===== config.mk =====
export PLATFORM = sky130hd
export DESIGN_NAME = delta_list_timer_queue_flat
export DESIGN_NICKNAME = d
export VERILOG_FILES = /design/src/rtl/dltq_pkg.sv /design/src/rtl/dltq_if.sv /design/src/rtl/dltq_slot_mem.sv /design/src/rtl/dltq_timer_mem.sv /design/src/rtl/delta_list_timer_queue.sv /design/src/flat_wrapper.sv
export SDC_FILE = /design/constraint.sdc
export NUM_CORES = 2
export LEC_CHECK = 0
export CELL_PAD_IN_SITES_DETAIL_PLACEMENT = 1
export CELL_PAD_IN_SITES_GLOBAL_PLACEMENT = 1
export CORE_UTILIZATION = 40
export DETAILED_ROUTE_END_ITERATION = 16
export DONT_BUFFER_PORTS = 1
export GPL_TIMING_DRIVEN = 0
export PLACE_DENSITY_LB_ADDON = 0.1
export SETUP_SLACK_MARGIN = 0.5
export SLEW_MARGIN = 20
export SYNTH_ARGS = -nofsm -noshare
export SYNTH_HDL_FRONTEND = slang
export SYNTH_SLANG_ARGS = --single-unit

===== constraint.sdc =====
create_clock -name clk -period 10 [get_ports clk]
set_input_delay 2 -clock clk [delete_from_list [all_inputs] [get_ports clk]]
set_output_delay 2 -clock clk [all_outputs]
set_load 0.02 [all_outputs]

===== src/rtl/dltq_pkg.sv =====
`default_nettype none
// ----------------------------------------------------------------------------
// dltq_pkg
// Shared types and constants for the delta list timer queue.
// ----------------------------------------------------------------------------
package dltq_pkg;
  localparam int unsigned NUM_TIMERS_DEF = 16;
  localparam int unsigned TIME_BITS_DEF  = 32;
  localparam int unsigned OP_W           = 2;
  localparam int unsigned ID_W           = 4;
  localparam int unsigned LOAD_W         = 32;
  localparam int unsigned NOW_W          = 32;
  localparam int unsigned MAX_EXP        = 16;

  localparam logic [OP_W-1:0] OP_START   = 2'd0;
  localparam logic [OP_W-1:0] OP_STOP    = 2'd1;
  localparam logic [OP_W-1:0] OP_ADVANCE = 2'd2;
  localparam logic [OP_W-1:0] OP_UNUSED  = 2'd3;

  typedef struct packed {
    logic [OP_W-1:0]   operation;
    logic [ID_W-1:0]   timer_id;
    logic [LOAD_W-1:0] load;
    logic              periodic;
    logic [NOW_W-1:0]  now;
  } in_word_t;

  typedef struct packed {
    logic [ID_W-1:0] expired_id;
    logic            expired;
    logic            status;
    logic [31:0]     next_deadline;
    logic            queue_empty;
    logic            last;
  } out_word_t;
endpackage
`default_nettype wire


===== src/rtl/dltq_if.sv =====
`default_nettype none
// ----------------------------------------------------------------------------
// dltq_if
// Valid/ready channel that carries one word of type word_t.
// ----------------------------------------------------------------------------
interface dltq_if #(parameter type word_t = logic) ();
  logic  valid;
  logic  ready;
  word_t data;
  modport source (output valid, output data, input ready);
  modport sink (input valid, input data, output ready);
endinterface
`default_nettype wire


===== src/rtl/dltq_slot_mem.sv =====
`default_nettype none
// ----------------------------------------------------------------------------
// dltq_slot_mem
// Slot memory: owner and delta per queue slot, one write and one registered
// read per cycle.
// ----------------------------------------------------------------------------
module dltq_slot_mem #(
  parameter int unsigned DEPTH = 16,
  parameter int unsigned DW    = 36
) (
  input  wire logic                     clk,
  input  wire logic                     we,
  input  wire logic [$clog2(DEPTH)-1:0] waddr,
  input  wire logic [DW-1:0]            wdata,
  input  wire logic [$clog2(DEPTH)-1:0] raddr,
  output logic      [DW-1:0]            rdata
);
  logic [DW-1:0] mem [DEPTH];

  always_ff @(posedge clk) begin
    if (we) begin
      mem[waddr] <= wdata;
    end
    rdata <= mem[raddr];
  end
endmodule
`default_nettype wire


===== src/rtl/dltq_timer_mem.sv =====
`default_nettype none
// ----------------------------------------------------------------------------
// dltq_timer_mem
// Per-timer reload memory: reload ticks and the periodic flag.
// ----------------------------------------------------------------------------
module dltq_timer_mem #(
  parameter int unsigned DEPTH = 16,
  parameter int unsigned DW    = 33
) (
  input  wire logic                     clk,
  input  wire logic                     we,
  input  wire logic [$clog2(DEPTH)-1:0] waddr,
  input  wire logic [DW-1:0]            wdata,
  input  wire logic [$clog2(DEPTH)-1:0] raddr,
  output logic      [DW-1:0]            rdata
);
  logic [DW-1:0] mem [DEPTH];

  always_ff @(posedge clk) begin
    if (we) begin
      mem[waddr] <= wdata;
    end
    rdata <= mem[raddr];
  end
endmodule
`default_nettype wire


===== src/rtl/delta_list_timer_queue.sv =====
`default_nettype none
// ----------------------------------------------------------------------------
// delta_list_timer_queue
// Sorted delta queue of software timers held in a slot memory.
// ----------------------------------------------------------------------------
// Usage: commands enter on the in_ channel (start, stop, advance) and results
// leave on the out_ channel, one word per start or stop and one word per
// expiry of an advance (or a single word when nothing expires). The last
// word of a command has last set. One command is processed at a time.
// Every slot access is a read followed by a compare or a write. An advance
// pops each expired head, then reinserts the periodic ones, each as an
// insert. After reset the queue is empty and all timers are idle, with no
// clearing pass. When the receiver stalls, the finished word waits in the
// output register and the engine holds.
// ----------------------------------------------------------------------------
module delta_list_timer_queue #(
  parameter int unsigned NUM_TIMERS = dltq_pkg::NUM_TIMERS_DEF,
  parameter int unsigned TIME_BITS  = dltq_pkg::TIME_BITS_DEF
) (
  input wire logic clk,
  input wire logic rst_n,
  dltq_if.sink     in_ch,
  dltq_if.source   out_ch
);
  import dltq_pkg::*;

  localparam int unsigned AW = $clog2(NUM_TIMERS);
  localparam int unsigned CW = AW + 1;
  localparam int unsigned TW = TIME_BITS;
  localparam int unsigned SW = AW + TW;
  localparam int unsigned EW = $clog2(MAX_EXP) + 1;
  localparam logic [CW-1:0] FULL = CW'(NUM_TIMERS);

  localparam logic [3:0] S_IDLE   = 4'd0;
  localparam logic [3:0] S_IWALK  = 4'd1;
  localparam logic [3:0] S_ISHIFT = 4'd2;
  localparam logic [3:0] S_RSRCH  = 4'd3;
  localparam logic [3:0] S_RNEXT  = 4'd4;
  localparam logic [3:0] S_RSHIFT = 4'd5;
  localparam logic [3:0] S_AHEAD  = 4'd6;
  localparam logic [3:0] S_RELD   = 4'd7;
  localparam logic [3:0] S_RELD2  = 4'd8;
  localparam logic [3:0] S_EMIT   = 4'd9;
  localparam logic [3:0] S_OUT    = 4'd10;
  localparam logic [3:0] S_HEAD   = 4'd11;

  logic [3:0]      state_r;
  logic [CW-1:0]   cnt_r;
  logic [NUM_TIMERS-1:0] active_r;
  logic [CW-1:0]   idx_r;
  logic [TW-1:0]   rem_r;
  logic [AW-1:0]   id_r;
  logic [TW-1:0]   now_r;
  logic [1:0]      ph_r;
  logic [SW-1:0]   carry_r;
  logic [TW-1:0]   head_r;
  logic            status_r;
  logic            adv_r;
  logic [AW-1:0]   list_r [MAX_EXP];
  logic [EW-1:0]   n_r;
  logic [EW-1:0]   k_r;
  logic            inret_r;
  logic            ovalid_r;
  out_word_t       odata_r;

  logic            s_we;
  logic [AW-1:0]   s_wa, s_ra;
  logic [SW-1:0]   s_wd, s_rd;
  logic            t_we;
  logic [AW-1:0]   t_wa, t_ra;
  logic [TW:0]     t_wd, t_rd;

  dltq_slot_mem #(.DEPTH(NUM_TIMERS), .DW(SW)) u_slot (
    .clk(clk), .we(s_we), .waddr(s_wa), .wdata(s_wd), .raddr(s_ra), .rdata(s_rd)
  );
  dltq_timer_mem #(.DEPTH(NUM_TIMERS), .DW(TW + 1)) u_tmr (
    .clk(clk), .we(t_we), .waddr(t_wa), .wdata(t_wd), .raddr(t_ra), .rdata(t_rd)
  );

  logic [AW-1:0] rd_own;
  logic [TW-1:0] rd_dl;
  assign rd_own = s_rd[SW-1:TW];
  assign rd_dl  = s_rd[TW-1:0];

  in_word_t iw;
  logic     id_ok;
  logic [AW-1:0] iid;
  logic [TW-1:0] ld;
  assign iw    = in_ch.data;
  assign id_ok = ({28'd0, iw.timer_id} < 32'(NUM_TIMERS));
  assign iid   = AW'(iw.timer_id);
  assign ld    = (TW'(iw.load) == '0) ? TW'(1) : TW'(iw.load);
  assign in_ch.ready = (state_r == S_IDLE) && !ovalid_r;
  assign out_ch.valid = ovalid_r;
  assign out_ch.data  = odata_r;

  // Memory port control is combinational on state; the read address is the
  // slot at idx_r, and its data arrives in the next cycle from the registered read.
  always_comb begin
    s_we = 1'b0; s_wa = idx_r[AW-1:0]; s_wd = '0; s_ra = idx_r[AW-1:0];
    t_we = 1'b0; t_wa = iid; t_wd = {iw.periodic, ld};
    t_ra = '0;
    if (state_r == S_IDLE && in_ch.valid && in_ch.ready &&
        iw.operation == OP_START && id_ok && !active_r[iid]) begin
      t_we = 1'b1;
    end
    if (state_r == S_IDLE) begin
      s_ra = '0;
    end
    if (state_r == S_RELD) begin
      t_ra = list_r[k_r[EW-2:0]];
    end
    if (state_r == S_ISHIFT && ph_r == 2'd1) begin
      s_we = 1'b1; s_wa = idx_r[AW-1:0]; s_wd = carry_r;
    end
    if (state_r == S_IWALK && ph_r == 2'd1 && idx_r < cnt_r && rd_dl >= rem_r) begin
      s_we = 1'b1; s_wa = idx_r[AW-1:0];
      s_wd = {id_r, rem_r};
    end
    if (state_r == S_RNEXT && ph_r == 2'd1) begin
      s_we = 1'b1; s_wa = idx_r[AW-1:0]; s_wd = {rd_own, rd_dl + carry_r[TW-1:0]};
    end
    if (state_r == S_RSHIFT && ph_r == 2'd1) begin
      s_we = 1'b1; s_wa = AW'(idx_r - 1'b1); s_wd = s_rd;
    end
  end

  always_ff @(posedge clk) begin
    if (!rst_n) begin
      state_r  <= S_IDLE;
      cnt_r    <= '0;
      active_r <= '0;
      ovalid_r <= 1'b0;
      ph_r     <= '0;
      idx_r    <= '0;
      n_r      <= '0;
      k_r      <= '0;
    end else begin
      if (ovalid_r && out_ch.ready && state_r != S_EMIT) begin
        ovalid_r <= 1'b0;
      end
      unique case (state_r)
        S_IDLE: begin
          if (in_ch.valid && in_ch.ready) begin
            id_r     <= iid;
            now_r    <= TW'(iw.now);
            status_r <= 1'b0;
            adv_r    <= 1'b0;
            inret_r  <= 1'b0;
            n_r      <= '0;
            k_r      <= '0;
            idx_r    <= '0;
            ph_r     <= '0;
            if (iw.operation == OP_START && id_ok && !active_r[iid]) begin
              active_r[iid] <= 1'b1;
              rem_r   <= TW'(iw.now) + ld;
              state_r <= (cnt_r >= FULL) ? S_HEAD : S_IWALK;
            end else if (iw.operation == OP_STOP && id_ok && active_r[iid]) begin
              active_r[iid] <= 1'b0;
              state_r <= S_RSRCH;
            end else if (iw.operation == OP_ADVANCE) begin
              adv_r   <= 1'b1;
              state_r <= S_AHEAD;
            end else begin
              status_r <= 1'b1;
              state_r  <= S_HEAD;
            end
          end
        end
        // Walk: ph 0 issues read of idx, ph 1 compares.
        S_IWALK: begin
          if (ph_r == 2'd0) begin
            ph_r <= 2'd1;
          end else if (idx_r >= cnt_r) begin
            carry_r <= {id_r, rem_r};
            idx_r <= cnt_r; ph_r <= 2'd1;
            state_r <= S_ISHIFT;
          end else if (rd_dl >= rem_r) begin
            // New entry written at idx; displaced entry carried to idx+1.
            carry_r <= {rd_own, rd_dl - rem_r};
            idx_r   <= idx_r + 1'b1;
            ph_r    <= 2'd0;
            state_r <= S_ISHIFT;
          end else begin
            rem_r <= rem_r - rd_dl;
            idx_r <= idx_r + 1'b1;
            ph_r  <= 2'd0;
          end
        end
        // Shift: read idx (ph 0), then write carry at idx and keep old.
        S_ISHIFT: begin
          if (ph_r == 2'd0) begin
            ph_r <= 2'd1;
          end else begin
            carry_r <= s_rd;
            if (idx_r >= cnt_r) begin
              cnt_r   <= cnt_r + 1'b1;
              state_r <= inret_r ? S_RELD : S_HEAD;
              k_r     <= inret_r ? k_r + 1'b1 : k_r;
              ph_r    <= '0;
              idx_r   <= '0;
            end else begin
              idx_r <= idx_r + 1'b1;
              ph_r  <= 2'd0;
            end
          end
        end
        S_RSRCH: begin
          if (ph_r == 2'd0) begin
            ph_r <= 2'd1;
          end else if (idx_r >= cnt_r) begin
            state_r <= S_HEAD; ph_r <= '0; idx_r <= '0;
          end else if (rd_own == id_r) begin
            carry_r <= s_rd;
            idx_r   <= idx_r + 1'b1;
            ph_r    <= 2'd0;
            state_r <= S_RNEXT;
          end else begin
            idx_r <= idx_r + 1'b1; ph_r <= 2'd0;
          end
        end
        // Add removed delta into the successor (in place), then shift down.
        S_RNEXT: begin
          if (idx_r >= cnt_r) begin
            cnt_r <= cnt_r - 1'b1; ph_r <= '0;
            state_r <= adv_r ? S_AHEAD : S_HEAD;
            idx_r <= '0;
          end else if (ph_r == 2'd0) begin
            ph_r <= 2'd1;
          end else if (ph_r == 2'd1) begin
            ph_r <= 2'd2;
          end else begin
            ph_r <= 2'd0; state_r <= S_RSHIFT;
          end
        end
        S_RSHIFT: begin
          if (idx_r >= cnt_r) begin
            cnt_r <= cnt_r - 1'b1; ph_r <= '0;
            state_r <= adv_r ? S_AHEAD : S_HEAD;
            idx_r <= '0;
          end else if (ph_r == 2'd0) begin
            ph_r <= 2'd1;
          end else begin
            idx_r <= idx_r + 1'b1; ph_r <= 2'd0;
          end
        end
        S_AHEAD: begin
          if (ph_r == 2'd0) begin
            ph_r <= 2'd1;
          end else if (cnt_r != '0 && n_r < EW'(MAX_EXP) && rd_dl <= now_r) begin
            list_r[n_r[EW-2:0]] <= rd_own;
            active_r[rd_own] <= 1'b0;
            n_r     <= n_r + 1'b1;
            carry_r <= s_rd;
            idx_r   <= CW'(1);
            ph_r    <= 2'd0;
            state_r <= S_RNEXT;
          end else begin
            ph_r <= '0; k_r <= '0;
            state_r <= S_RELD;
          end
        end
        S_RELD: begin
          if (k_r >= n_r) begin
            k_r <= '0; state_r <= S_HEAD; ph_r <= '0;
          end else begin
            state_r <= S_RELD2;
          end
        end
        S_RELD2: begin
          if (t_rd[TW] && cnt_r < FULL) begin
            active_r[list_r[k_r[EW-2:0]]] <= 1'b1;
            id_r    <= list_r[k_r[EW-2:0]];
            rem_r   <= now_r + t_rd[TW-1:0];
            inret_r <= 1'b1;
            idx_r   <= '0; ph_r <= '0;
            state_r <= S_IWALK;
          end else begin
            if (t_rd[TW]) begin
              active_r[list_r[k_r[EW-2:0]]] <= 1'b1;
            end
            k_r <= k_r + 1'b1;
            state_r <= S_RELD;
          end
        end
        S_HEAD: begin
          if (ph_r == 2'd0) begin
            ph_r <= 2'd1;
          end else begin
            head_r <= rd_dl; ph_r <= '0; k_r <= '0;
            state_r <= S_EMIT;
          end
        end
        S_EMIT: begin
          if (!ovalid_r || out_ch.ready) begin
            ovalid_r <= 1'b1;
            odata_r.expired_id <= (n_r != '0) ? ID_W'(list_r[k_r[EW-2:0]]) : '0;
            odata_r.expired    <= (n_r != '0);
            odata_r.status     <= status_r;
            odata_r.next_deadline <= (cnt_r != '0) ? 32'(head_r) : '0;
            odata_r.queue_empty   <= (cnt_r == '0);
            if (n_r == '0 || k_r + 1'b1 >= n_r) begin
              odata_r.last <= 1'b1;
              state_r <= S_OUT;
            end else begin
              odata_r.last <= 1'b0;
              k_r <= k_r + 1'b1;
            end
          end
        end
        S_OUT: begin
          if (!ovalid_r || out_ch.ready) begin
            state_r <= S_IDLE;
          end
        end
        default: state_r <= S_IDLE;
      endcase
    end
  end

  // Read address for walks: the slot currently indexed.
  // (S_IDLE forces slot zero; head reads use slot zero through idx_r cleared.)

  property p_cnt_bound;
    @(posedge clk) disable iff (!rst_n) cnt_r <= FULL;
  endproperty
  assert property (p_cnt_bound) else $error("queue count overflow");

  property p_ready_idle;
    @(posedge clk) disable iff (!rst_n) in_ch.ready |-> state_r == S_IDLE;
  endproperty
  assert property (p_ready_idle) else $error("ready outside idle");

  property p_exp_bound;
    @(posedge clk) disable iff (!rst_n) n_r <= EW'(MAX_EXP);
  endproperty
  assert property (p_exp_bound) else $error("too many expiries");
endmodule
`default_nettype wire


===== src/flat_wrapper.sv =====
// flat-port wrapper written by rule: the top's interface ports become plain ports
module delta_list_timer_queue_flat import dltq_pkg::*;
#(
  parameter int unsigned NUM_TIMERS = dltq_pkg::NUM_TIMERS_DEF,
  parameter int unsigned TIME_BITS  = dltq_pkg::TIME_BITS_DEF
)
  (clk, rst_n, in_ch_valid, in_ch_data, in_ch_ready, out_ch_valid, out_ch_data, out_ch_ready);
  dltq_if #(.word_t(in_word_t)) in_ch_i ();
  dltq_if #(.word_t(out_word_t)) out_ch_i ();
  input wire logic clk;
  input wire logic rst_n;
  input wire logic [$bits(in_ch_i.valid)-1:0] in_ch_valid;
  input wire logic [$bits(in_ch_i.data)-1:0] in_ch_data;
  output wire logic [$bits(in_ch_i.ready)-1:0] in_ch_ready;
  output wire logic [$bits(out_ch_i.valid)-1:0] out_ch_valid;
  output wire logic [$bits(out_ch_i.data)-1:0] out_ch_data;
  input wire logic [$bits(out_ch_i.ready)-1:0] out_ch_ready;
  assign in_ch_i.valid = in_ch_valid;
  assign in_ch_i.data = in_ch_data;
  assign in_ch_ready = in_ch_i.ready;
  assign out_ch_valid = out_ch_i.valid;
  assign out_ch_data = out_ch_i.data;
  assign out_ch_i.ready = out_ch_ready;
  delta_list_timer_queue #(.NUM_TIMERS(NUM_TIMERS), .TIME_BITS(TIME_BITS)) u_core (.clk(clk), .rst_n(rst_n), .in_ch(in_ch_i), .out_ch(out_ch_i));
endmodule

==> flow_summary.json <==
{
  "final_cell_mix": "edfxtp_1, nand2_1, a21oi_1, clkbuf_1, o21ai_0",
  "cts_sinks": 1463,
  "cp-end-kind": "flop",
  "critPathMostFrequentCell": "buf_2",
  "rsz0062_at_grt": "false",
  "crit_required_ns": 10.51,
  "htree_levels": 4,
  "drt_iter0_drc": 4823,
  "synth_cells": 5368,
  "first_global_vias": 47700,
  "synth_top_area_cell": "edfxtp_1",
  "core_um2": 168000,
  "post_cts_buffers": 0,
  "cp.buffers_inverters": 12,
  "ys_warn_count": 0,
  "synth.top_cell.area_share": 0.597,
  "synth_mux_area_frac": 0.0559,
  "drt_pass1_iterations": 7,
  "synth_top_family_by_area": "compound AO/OA/AOI/OAI gates",
  "clock_path_buffers": 3,
  "wl_per_cell_um": 29.6,
  "fill_cells": 17100,
  "clock_latency_ns": 0.84,
  "die_h_um": 414,
  "synth_edf_count": 1347,
  "ys_seq_area_frac": 0.631,
  "path_cells": "clkbuf_1, clkbuf_1, clkbuf_1, inv_1, ha_1, nand2b_1, a21oi_1, o21a_1, clkbuf_1, clkbuf_1, a31oi_1, a2111oi_2, buf_2, buf_2, buf_2, buf_2, buf_2, buf_2",
  "synth_compound_area_frac": 0.133,
  "relSlewSlack": 0.208,
  "power_frac_comb": 0.314,
  "setup_viol": 0,
  "synthToLayoutAreaGrowth_pct": 15.3,
  "status": "completed",
  "max_cap_violations": 0,
  "synth_ff_type": "edfxtp_1",
  "slew_viol_final": 0,
  "synth_fa_ha_area_frac": 0.0411,
  "syn_area_um2": 67700,
  "path_class": "flop to flop",
  "synth_nets": 5662,
  "layout_commonest_cell": "edfxtp_1",
  "grt_max_degree": 23,
  "worst_path_max_delay_cell": "clkbuf_1",
  "clock-root-buffer": "clkbuf_16",
  "port_buffers": 0,
  "synthArstFlopShare": 0,
  "clkTransAtPathRegs_ns": 0.06,
  "drtAntennaViolNets": 0,
  "ctsHoldBuffers": 0,
  "final_util": 0.466,
  "ir_drop_uv": 221,
  "via_count": 47100,
  "track_usage": 0.274,
  "synth_cell_type_count": 97,
  "start_util": 0.404,
  "overflow": 0,
  "swShare": 0.357,
  "rows": 150,
  "post-route-min-period_ns": 6.94,
  "hold_viol": 0,
  "via_per_inst": 5.90,
  "p_per_area_nw_per_um2": 259,
  "setup_slack_ns": 3.06,
  "arrival_ns": 7.45,
  "clock_skew_ns": 0.0491,
  "synth_xor_area_frac": 0.0185,
  "pwr-share-seq": 0.379,
  "power.total_mw": 20.2,
  "cts_tree": "built",
  "dieArea_um2": 171000,
  "ios": 117,
  "cpPeakStageDelay_ns": 0.77,
  "drive_gt1_frac": 0.114,
  "synthTopCellsByArea": "edfxtp_1, nand2_1, ha_1",
  "path_delay_family": "buffers and inverters",
  "antenna_found_initial": 23,
  "crit_path_start_kind": "flop",
  "final_nets": 5928,
  "crit_path_max_fanout": 10,
  "p_int_mw": 13.0,
  "finalWirelength_mm": 236,
  "leakage_nw": 26.8,
  "max_freq_mhz": 144,
  "period_share": 0.694,
  "p_switching_mw": 7.23,
  "cts-resized-gates": 0,
  "hpwlAfterDp_mm": 176,
  "p_clk_frac": 0.307,
  "synth-seq-cells": 1463,
  "post-place-ws_ns": 3.17,
  "die_w_um": 414,
  "synthSimpleGateAreaFrac": 0.0898,
  "grt_pass1_wl_mm": 336,
  "drcViolationCount": 0,
  "syn_area_per_cell_um2": 12.6,
  "hold_class": "flop to flop",
  "cts_buffers": 162,
  "gp_congestion": 0.905,
  "tightest_slew_ns": 1.18
}
stage by stage:
step	hold WS, ns	area, µm²	instances	setup TNS (ns)
floorplan	0.400	67700	5368	0
global placement	0.457	70500	7572	-254.66
detailed placement	0.462	72600	7674	0
global route	0.487	78100	7981	0
CTS	0.480	78100	7977	0
finish	0.494	78100	7986	0
cell usage after synthesis, types with 15 or more instances:
cell type  count
mux4_2        93
buf_4         16
o21ai_1       35
nor2b_1       67
a21o_1        78
inv_1        165
o21bai_1      37
nand3_1       78
o21ai_0      289
mux2_2        44
dfxtp_1      116
a222oi_1      21
buf_1         22
buf_2         42
nand2_1      741
mux2i_1      117
nor3_1        46
and2_1        90
edfxtp_1    1347
ha_1         213
nand2b_1      22
nor4_1        17
or3_1         15
a31oi_1      167
o21a_1        29
nor2_1       199
a21oi_1      384
clkbuf_1     254
xor2_1        48
o221ai_1      40
a221oi_1      25
a22oi_1       22
a211oi_1     118
nand4_1       33
o211ai_1      19
xnor2_1       95
o22ai_1       46
logic make-up after synthesis:
| family | count (synthesis) |
|---|---|
| multiplexers | 256 |
| buffers and inverters | 504 |
| AND/OR/NAND/NOR | 1361 |
| flip-flops | 1463 |
| adder cells (fa/ha/maj) | 219 |
| AO/OA/AOI/OAI | 1422 |
| XOR/XNOR | 143 |
power groups by stage:
stage	Sequential, mW	Combinational [mW]	Clock (mW)
5_1_grt	7.71	6.91	6.52
4_1_cts	7.69	6.30	6.31
3_5_place_dp	7.81	6.25	0
6_report	7.68	6.36	6.21
3_3_place_gp	7.85	6.05	0
2_1_floorplan	7.55	4.19	0
area by class of cell:
| type | instances | area, µm² | area share |
|---|---|---|---|
| inverters | 167 | 627 | 0.00802 |
| diodes | 9 | 22.5 | 0.000288 |
| plain buffers | 337 | 1410 | 0.0180 |
| multi-input cells | 3401 | 23300 | 0.299 |
| clock inverters | 72 | 925 | 0.0118 |
| repair buffers | 102 | 1660 | 0.0213 |
| well taps | 2204 | 2760 | 0.0353 |
| clock buffers | 231 | 4600 | 0.0589 |
| flip-flops and latches | 1463 | 42800 | 0.547 |
worst register-to-register path, stage by stage (launching register included):
cell and delay [ns]:
dfxtp_1 0.55, clkbuf_1 0.67, clkbuf_1 0.69, clkbuf_1 0.40, inv_1 0.18, ha_1 0.32, nand2b_1 0.14, a21oi_1 0.22
o21a_1 0.17, clkbuf_1 0.43, clkbuf_1 0.78, a31oi_1 0.25, a2111oi_2 0.39, buf_2 0.29, buf_2 0.23, buf_2 0.22
buf_2 0.22, buf_2 0.22, buf_2 0.23
layer usage:
| metal | routed length (µm) | track usage | vias up |
|---|---|---|---|
| met4 | 5230 | 0.0671 | 28 |
| li1 | - | - | 20800 |
| met5 | 211 | 0 | - |
| met3 | 20700 | 0.0756 | 309 |
| met2 | 101000 | 0.401 | 1614 |
| met1 | 109000 | 0.401 | 24300 |
registers in the layout, indices dropped and copies added, names as in the netlist, 5 cells and up, named ones only:
register / flops
u_core.u_tmr.rdata: 33
u_core.rem_r: 32
u_core.u_tmr.mem: 528
u_core.head_r: 32
u_core.u_slot.rdata: 36
u_core.u_slot.mem: 576
u_core.list_r: 64
u_core.now_r: 32
u_core.carry_r: 36
u_core.out_ch.data: 40
u_core.cnt_r: 5
u_core.idx_r: 5
u_core.k_r: 5
u_core.n_r: 5
worst paths after layout:
| check | start | endpoint | slack (ns) | cells past startpoint |
|---|---|---|---|---|
| min reg2reg | u_core.status_r | u_core.out_ch.data[34] | 0.49 | 0 |
| max | u_core.idx_r[0] | u_core.rem_r[6] | 3.06 | 18 |
| max reg2reg | u_core.idx_r[0] | u_core.rem_r[6] | 3.06 | 18 |
| min | u_core.status_r | u_core.out_ch.data[34] | 0.49 | 0 |
No activity file was read; power rests on OpenSTA's default activity.
